--- src/hdl/sli_pkg.sv ---
`default_nettype none
// ---------------------------------------------------------------------------
// sli_pkg: shared types and codes of the sorted insertion list
// Request action codes, result status codes and fixed field widths.
// ---------------------------------------------------------------------------
package sli_pkg;

  localparam int ACTION_W    = 2;
  localparam int STATUS_W    = 3;
  localparam int POS_W       = 4;
  localparam int OUT_VAL_W   = 32;
  localparam int OUT_CNT_W   = 5;
  localparam int OUT_DATA_W  = 40;

  typedef enum logic [ACTION_W-1:0] {
    ACT_INSERT = 2'd0,
    ACT_REMOVE = 2'd1,
    ACT_DUMP   = 2'd2
  } action_t;

  typedef enum logic [STATUS_W-1:0] {
    ST_OK      = 3'd0,
    ST_FULL    = 3'd1,
    ST_BAD_POS = 3'd2,
    ST_EMPTY   = 3'd3,
    ST_DUMP    = 3'd4
  } status_t;

endpackage
`default_nettype wire

--- src/hdl/sorted_list_insert_remove.sv ---
`default_nettype none
// ---------------------------------------------------------------------------
// sorted_list_insert_remove: bounded sorted list with insert, remove, dump
// Keeps up to CAPACITY signed values in ascending order in a row of cells.
// ---------------------------------------------------------------------------
// order: a request is registered, then worked in one pass into the result
//   register; the request stage waits while an untaken result is held
// throughput: one insert, remove or empty dump per cycle while results are
//   taken; a dump of a non-empty list holds the request stage until every
//   entry, one per result, has gone out through the single result register
// reset (rst_n, synchronous): clears count and all valid flags; cell
//   contents are not cleared, only entries below count are ever sent out
module sorted_list_insert_remove #(
  parameter int CAPACITY   = 16,
  parameter int VALUE_BITS = 32
) (
  input  wire                               clk,
  input  wire                               rst_n,
  // request channel
  input  wire                               in_tvalid,
  output logic                              in_tready,
  // in_tdata fields, lowest bit up: value[VALUE_BITS], position[4], zero pad
  input  wire  [((VALUE_BITS+sli_pkg::POS_W+7)/8)*8-1:0] in_tdata,
  // in_tuser fields: action[2]
  input  wire  [sli_pkg::ACTION_W-1:0]      in_tuser,
  // result channel
  output logic                              out_tvalid,
  input  wire                               out_tready,
  // out_tdata fields, lowest bit up: entry_value[32], entry_count[5], zero pad
  output logic [sli_pkg::OUT_DATA_W-1:0]    out_tdata,
  // out_tuser fields: status[3]
  output sli_pkg::status_t                  out_tuser,
  output logic                              out_tlast
);
  import sli_pkg::*;

  localparam int CNT_W = $clog2(CAPACITY + 1);
  localparam int CMP_W = (CNT_W > POS_W) ? CNT_W : POS_W;
  localparam int PAD_W = OUT_DATA_W - OUT_VAL_W - OUT_CNT_W;

  // request register
  logic                         req_valid_r;
  logic [ACTION_W-1:0]          req_action_r;
  logic signed [VALUE_BITS-1:0] req_value_r;
  logic [POS_W-1:0]             req_pos_r;

  // list state
  logic signed [VALUE_BITS-1:0] cells_r   [CAPACITY];
  logic signed [VALUE_BITS-1:0] cells_nxt [CAPACITY];
  logic [CNT_W-1:0]             count_r, count_nxt;
  logic [CNT_W-1:0]             dump_cnt_r, dump_cnt_nxt;

  // result register
  logic                         out_valid_r;
  status_t                      out_status_r, out_status_nxt;
  logic [OUT_VAL_W-1:0]         out_value_r, out_value_nxt;
  logic [OUT_CNT_W-1:0]         out_count_r;
  logic                         out_last_r, out_last_nxt;

  logic                         fire;      // request worked this cycle
  logic                         req_done;  // request leaves the stage
  logic                         le        [CAPACITY];
  logic [CNT_W-1:0]             cnt_m1;
  logic                         dump_last;
  logic [CMP_W-1:0]             pos_ext, cnt_ext;
  logic [VALUE_BITS-1:0]        head_raw;

  assign fire      = req_valid_r && (!out_valid_r || out_tready);
  assign cnt_m1    = count_r - 1'b1;
  assign dump_last = (dump_cnt_r == cnt_m1);
  assign pos_ext   = CMP_W'(req_pos_r);
  assign cnt_ext   = CMP_W'(count_r);
  // head cell as plain bits, later zero-extended or cut to the result width
  assign head_raw  = cells_r[0];

  // a non-empty dump stays until its final entry goes out
  assign req_done  = fire && !((action_t'(req_action_r) == ACT_DUMP) &&
                               (count_r != '0) && !dump_last);
  assign in_tready = !req_valid_r || req_done;

  // stored values at or below the new value: a prefix of the sorted row
  always_comb begin
    for (int i = 0; i < CAPACITY; i++) begin
      le[i] = (CNT_W'(i) < count_r) && (cells_r[i] <= req_value_r);
    end
  end

  // one pass over the row of cells for the request in the stage
  always_comb begin
    for (int i = 0; i < CAPACITY; i++) begin
      cells_nxt[i] = cells_r[i];
    end
    count_nxt      = count_r;
    dump_cnt_nxt   = dump_cnt_r;
    out_status_nxt = ST_OK;
    out_value_nxt  = '0;
    out_last_nxt   = 1'b1;

    unique case (action_t'(req_action_r))
      ACT_INSERT: begin
        if (count_r == CNT_W'(CAPACITY)) begin
          out_status_nxt = ST_FULL;
        end else begin
          // keep the prefix, drop the value in, shift the rest up one
          cells_nxt[0] = le[0] ? cells_r[0] : req_value_r;
          for (int i = 1; i < CAPACITY; i++) begin
            if (le[i]) begin
              cells_nxt[i] = cells_r[i];
            end else if (le[i-1]) begin
              cells_nxt[i] = req_value_r;
            end else begin
              cells_nxt[i] = cells_r[i-1];
            end
          end
          count_nxt = count_r + 1'b1;
        end
      end
      ACT_REMOVE: begin
        if (pos_ext >= cnt_ext) begin
          out_status_nxt = ST_BAD_POS;
        end else begin
          // close the gap from the removed position upward
          for (int i = 0; i < CAPACITY - 1; i++) begin
            if (CMP_W'(i) >= pos_ext) begin
              cells_nxt[i] = cells_r[i+1];
            end
          end
          count_nxt = count_r - 1'b1;
        end
      end
      ACT_DUMP: begin
        if (count_r == '0) begin
          out_status_nxt = ST_EMPTY;
        end else begin
          // emit the head cell and rotate the live part of the row by one;
          // after count steps the row is back in place
          out_status_nxt = ST_DUMP;
          out_value_nxt  = OUT_VAL_W'(head_raw);
          out_last_nxt   = dump_last;
          for (int i = 0; i < CAPACITY; i++) begin
            if (CNT_W'(i) == cnt_m1) begin
              cells_nxt[i] = cells_r[0];
            end else if ((i < CAPACITY - 1) && (CNT_W'(i) < cnt_m1)) begin
              cells_nxt[i] = cells_r[(i < CAPACITY - 1) ? i + 1 : i];
            end
          end
          dump_cnt_nxt = dump_last ? '0 : dump_cnt_r + 1'b1;
        end
      end
      default: begin
        // unused action code: no change, plain ok
        out_status_nxt = ST_OK;
      end
    endcase
  end

  // control state
  always_ff @(posedge clk) begin
    if (!rst_n) begin
      req_valid_r <= 1'b0;
      out_valid_r <= 1'b0;
      count_r     <= '0;
      dump_cnt_r  <= '0;
    end else begin
      if (in_tvalid && in_tready) begin
        req_valid_r <= 1'b1;
      end else if (req_done) begin
        req_valid_r <= 1'b0;
      end
      if (fire) begin
        out_valid_r <= 1'b1;
        count_r     <= count_nxt;
        dump_cnt_r  <= dump_cnt_nxt;
      end else if (out_tready) begin
        out_valid_r <= 1'b0;
      end
    end
  end

  // payload: request fields, cells and result fields
  always_ff @(posedge clk) begin
    if (in_tvalid && in_tready) begin
      req_action_r <= in_tuser;
      req_value_r  <= in_tdata[VALUE_BITS-1:0];
      req_pos_r    <= in_tdata[VALUE_BITS+POS_W-1:VALUE_BITS];
    end
    if (fire) begin
      for (int i = 0; i < CAPACITY; i++) begin
        cells_r[i] <= cells_nxt[i];
      end
      out_status_r <= out_status_nxt;
      out_value_r  <= out_value_nxt;
      out_count_r  <= OUT_CNT_W'(count_nxt);
      out_last_r   <= out_last_nxt;
    end
  end

  assign out_tvalid = out_valid_r;
  assign out_tdata  = {{PAD_W{1'b0}}, out_count_r, out_value_r};
  assign out_tuser  = out_status_r;
  assign out_tlast  = out_last_r;

endmodule
`default_nettype wire
--- config.mk ---
export PLATFORM = sky130hd
export DESIGN_NAME = sorted_list_insert_remove
export DESIGN_NICKNAME = d
export VERILOG_FILES = /design/src/hdl/sli_pkg.sv /design/src/hdl/sorted_list_insert_remove.sv
export SDC_FILE = /design/constraint.sdc
export NUM_CORES = 2
export LEC_CHECK = 0
export BUFFER_PORTS_ARGS = -buffer_cell sky130_fd_sc_hd__clkbuf_2
export CAP_MARGIN = 0
export CELL_PAD_IN_SITES_DETAIL_PLACEMENT = 1
export CELL_PAD_IN_SITES_GLOBAL_PLACEMENT = 2
export CORE_AREA = 2 2 352 354
export CTS_CLUSTER_DIAMETER = 150
export CTS_CLUSTER_SIZE = 20
export DETAILED_ROUTE_END_ITERATION = 7
export DIE_AREA = 0 0 354 356
export PLACE_DENSITY_LB_ADDON = 0.12
export SYNTH_ARGS = -nofsm -noshare
export SYNTH_HDL_FRONTEND = slang
export SYNTH_SLANG_ARGS = --single-unit
--- constraint.sdc ---
create_clock -name clk -period 25.4 [get_ports clk]
set_clock_uncertainty 0.15 [all_clocks]
set_input_delay 5.08 -clock clk [delete_from_list [all_inputs] [get_ports clk]]
set_output_delay 5.08 -clock clk [all_outputs]
set_load 0.05 [all_outputs]
Word-level counts from Yosys, hierarchy flattened. Memory sizes are Yosys's and may differ from the RTL's. Index checks and enable logic that the tools add are counted.

RAM bits: 512. Bits in registers: 91. Memories: 1.

Muxes and demuxes: 96. $lt $le $gt $ge: 63. Eq/ne operators: 19. Add/subtract/negate cells: 3. Bitwise operators: 2. Reductions and logical operators: 35.

Memory list: cells_r (depth 16, width 32, read ports 16, clocked after Yosys merged registers in 0, write ports 16, RTL line sorted_list_insert_remove.sv:48) `logic signed [VALUE_BITS-1:0] cells_r [CAPACITY];`.

Operators with widths (count): $mux W32 (77); $pmux W480 S3 (1); $mux W512 (2); $le A32 B32 Y1 (16); $mux W480 (1); $lt A4 B5 Y1 const A (15); $pmux W32 S2 (1); $eq A4 B5 Y1 const A (8); $lt A3 B5 Y1 const A (8); $ge A4 B4 Y1 const A (7); $logic_and A1 B1 Y1 (21); $eq A3 B5 Y1 const A (4); $lt A1 B5 Y1 const A (4); $lt A2 B5 Y1 const A (4); $ge A3 B4 Y1 const A (4); $mux W5 (3); $add A5 B1 Y5 const B (2); $eq A2 B5 Y1 const A (2); $logic_not A5 Y1 (2); $pmux W5 S2 (1); $pmux W3 S3 (1); $ge A1 B4 Y1 const A (2); $ge A2 B4 Y1 const A (2); $mux W1 (7); 17 further kinds (23).

Longest topological paths before layout.
Depth after elaboration: 9. Gate-level depth with buffers: 13. Gate-level depth less buffers: 9.

Worst setup path before layout. No wires, ideal clock.

Path kind: input -> register. Start: in out_tready. End: mem cells_r[5][0] (netlist: cells_r[0][160]), enable pin. Required time: 24.655 ns. Setup slack: 13.463 ns. Path buffers: 0. Data arrival time: 11.193 ns. Stages on the path: 7. Setup time: 0.595 ns. Cells stage by stage: nand2b_1 -> nand2_1 -> nor2_1 -> o21ai_0 -> nor2_1 -> nand2_1 -> a2111oi_0.

RTL lines: from (decl) (RTL line sorted_list_insert_remove.sv:28) `input wire out_tready,`; to (decl) (RTL line sorted_list_insert_remove.sv:48).

Final worst setup path.
Start: in out_tready. End: out in_tready.

Cells in the longest elaborated chain, start to end: 4.

RTL lines: $logic_or A1 B1 Y1 (RTL line sorted_list_insert_remove.sv:68) `assign fire = req_valid_r && (!out_valid_r || out_tready);`; $logic_and A1 B1 Y1 (RTL line sorted_list_insert_remove.sv:68); $logic_and A1 B1 Y1 (RTL line sorted_list_insert_remove.sv:77) `assign req_done = fire && !((action_t'(req_action_r) == ACT_DUMP) &&`; $logic_or A1 B1 Y1 (RTL line sorted_list_insert_remove.sv:79) `assign in_tready = !req_valid_r || req_done;`; to (decl) (RTL line sorted_list_insert_remove.sv:21) `output logic in_tready,`.

Every way passes these cells.

==> results.sh <==
export IMPL_grt_max_degree=179
export IMPL_num_rows=129
export IMPL_yosys_warnings=0
export IMPL_syn_area_um2=48600
export IMPL_finalHoldViolations=0
export IMPL_fin_tns_setup_ps=0
export IMPL_io_pins=92
export IMPL_place_congestion=0.916
export IMPL_h_tree_depth=2
export IMPL_required_ps=20170
export IMPL_rsz0062_at_grt="false"
export IMPL_ys_ff_latch=603
export IMPL_yosysMostFrequentCell="edfxtp_1"
export IMPL_synth_top_area_share_pct=36.5
export IMPL_min_period_ps=11060
export IMPL_wl_per_cell_um=32.0
export IMPL_start_util_pct=39.6
export IMPL_final_max_slew_viol_count=0
export IMPL_nNetsFinal=5427
export IMPL_setup_viol=0
export IMPL_dieArea_um2=126000
export IMPL_chipHeight_um=356
export IMPL_min_path_type="register to register"
export IMPL_portBuffers=84
export IMPL_synthTopCellsByCount="edfxtp_1, ha_1, a21oi_1"
export IMPL_worstPathArrival_ps=5830
export IMPL_firstDrtPassIters=6
export IMPL_worst_slew_pin_transition_ps=1340
export IMPL_cts_tree="done"
export IMPL_clock_fmax_mhz=90.4
export IMPL_p_per_area_nw_per_um2=53.1
export IMPL_startpoint_type="primary input"
export IMPL_cts_clk_slew_worst_paths_ps=90
export IMPL_track_usage_pct=32.1
export IMPL_drive_above_1_share_pct=9.47
export IMPL_postRouteAntennaNets=0
export IMPL_end_kind="primary output"
export IMPL_overflow=0
export IMPL_synth_edff_count=591
export IMPL_synth_area_per_cell_um2=9.60
export IMPL_drt_iter0_markers=4675
export IMPL_wirelength_um=209000
export IMPL_dieWidth_um=354
export IMPL_vias=44622
export IMPL_crit_fanout=3
export IMPL_cts_inserted_buffers=36
export IMPL_relSlewSlack_pct=10.0
export IMPL_fin_crit_sh_pct=43.5
export IMPL_insertion_delay_ps=650
export IMPL_yosysUniqueCellTypes=91
export IMPL_post_cts_buffers=0
export IMPL_cts_resized=0
export IMPL_core_area_um2=123000
export IMPL_status="finished, final reports clean"
export IMPL_synth_largest_area_cell="edfxtp_1"
export IMPL_syn_to_final_growth_pct=6.31
export IMPL_vdd_drop_max_uv=48.6
export IMPL_dp_hpwl_um=158000
export IMPL_netlist_instances=5061
export IMPL_async_reset_ff_share_pct=0
export IMPL_place_area_um2=50600
export IMPL_grt_pass1_wl_um=306000
export IMPL_path_class="primary input to primary output"
export IMPL_drc_errors=0
export IMPL_cap_viol_max_count=0
export IMPL_cts_sinks=603
export IMPL_ys_flop_type="edfxtp_1"
export IMPL_clock_path_buffers=3
export IMPL_leakage_nw=18.4
export IMPL_fin_area_um2=51600
export IMPL_clock_root_buffer="clkbuf_16"
export IMPL_synthTopCellsByArea="edfxtp_1, ha_1, a21oi_1, a221o_1, o21ai_0"
export IMPL_ys_seq_area_share_pct=37.0
export IMPL_grt_antenna_before_repair=4
export IMPL_cts_hold_fix_buffers=0
export IMPL_grt_pass1_vias=44347
export IMPL_vias_per_cell=6.86
==> routing by layer <==
| metal | global-route usage (%) | vias to the layer above | part of all wire, % |
|---|---|---|---|
| met5 | 0 | - | 0 |
| met4 | 11.6 | 0 | 3.7 |
| met3 | 3.22 | 237 | 6.0 |
| met2 | 51.0 | 1680 | 45 |
| met1 | 45.4 | 22837 | 45 |
| li1 | - | 19868 | - |
==> flip-flops by register name, indices dropped and copies added (netlist names) <==
name	count
cells_r	512
out_value_r	32
req_value_r	32
cnt_ext	5
dump_cnt_r	5
out_count_r	5
req_pos_r	4
out_tuser	3
req_action_r	2
out_tlast	1
out_tvalid	1
req_valid_r	1
==> kinds of logic (layout without fill, tap and decap cells) <==
family | after synthesis | count (layout) | synth area share [%]
compound gates | 1894 | 1894 | 27.4
xor+xnor | 14 | 14 | 0.268
fa+ha+maj | 527 | 527 | 13.6
buf+inv | 771 | 575 | 6.32
flops | 603 | 603 | 37.0
mux | 98 | 98 | 2.26
other cells | 1 | 8 | 0.00772
simple gates | 1153 | 1153 | 13.2
==> power breakdown <==
part / internal (mW) / switching, mW / total (mW)
combinational: 0.270 / 0.565 / 0.835
clock: 0.272 / 0.392 / 0.664
sequential: 1.19 / 0.0543 / 1.24
==> path summary, 6_finish.rpt <==
check	cells after the start	slack (ps)	endpoint	start
hold reg to reg	1	360	out_tvalid	req_valid_r
setup / recovery	4	14340	in_tready	out_tready
setup reg to reg	12	19670	cells_r[0][153]	req_value_r[31]
hold / removal	1	360	out_tvalid	req_valid_r
==> cell type report <==
class / instances / area [um2]
multi-input cells: 3689 / 27900
diodes: 5 / 12.5
repair buffers: 243 / 1660
fillers: 13824 / 71000
inverters: 281 / 1050
clock inverters: 1 / 20.0
flip-flops and latches: 603 / 18000
clock buffers: 50 / 975
well taps: 1637 / 2050
==> stage by stage <==
stage	power, mW	utilization (%)	std cells	setup WS (ps)	hold slack, ps
after floorplan	1.80	-	5063	13460	306
after global placement	2.06	41.3	6453	14350	323
after detailed placement	2.09	41.3	6453	14340	345
after CTS	2.74	42.1	6504	14340	363
after global routing	2.85	42.1	6506	14280	403
final	2.74	42.1	6509	14340	364
==> critical path, stage by stage <==
cell and delay (ps):
clkbuf_2 80, nor2b_1 50, o21ai_0 270, clkbuf_2 340
==> cells in the final DEF (no fill, tap or decap), drive strengths merged, types with 57 or more instances in the layout <==
cell type | netlist | final
edfxtp | 591 | 591
ha | 527 | 527
a21oi | 492 | 492
o21ai | 358 | 358
inv | 280 | 281
nor2 | 247 | 247
nand2 | 227 | 227
nand4 | 183 | 183
a221o | 181 | 181
o311ai | 170 | 170
buf | 113 | 159
nor4b | 144 | 144
clkbuf | 377 | 134
nor4 | 125 | 125
a221oi | 106 | 106
a22oi | 97 | 97
mux2 | 94 | 94
a311oi | 64 | 64
a21o | 62 | 62
nand3 | 61 | 61
o211ai | 60 | 60
a211oi | 57 | 57
Power figures use the tool's default switching activity.
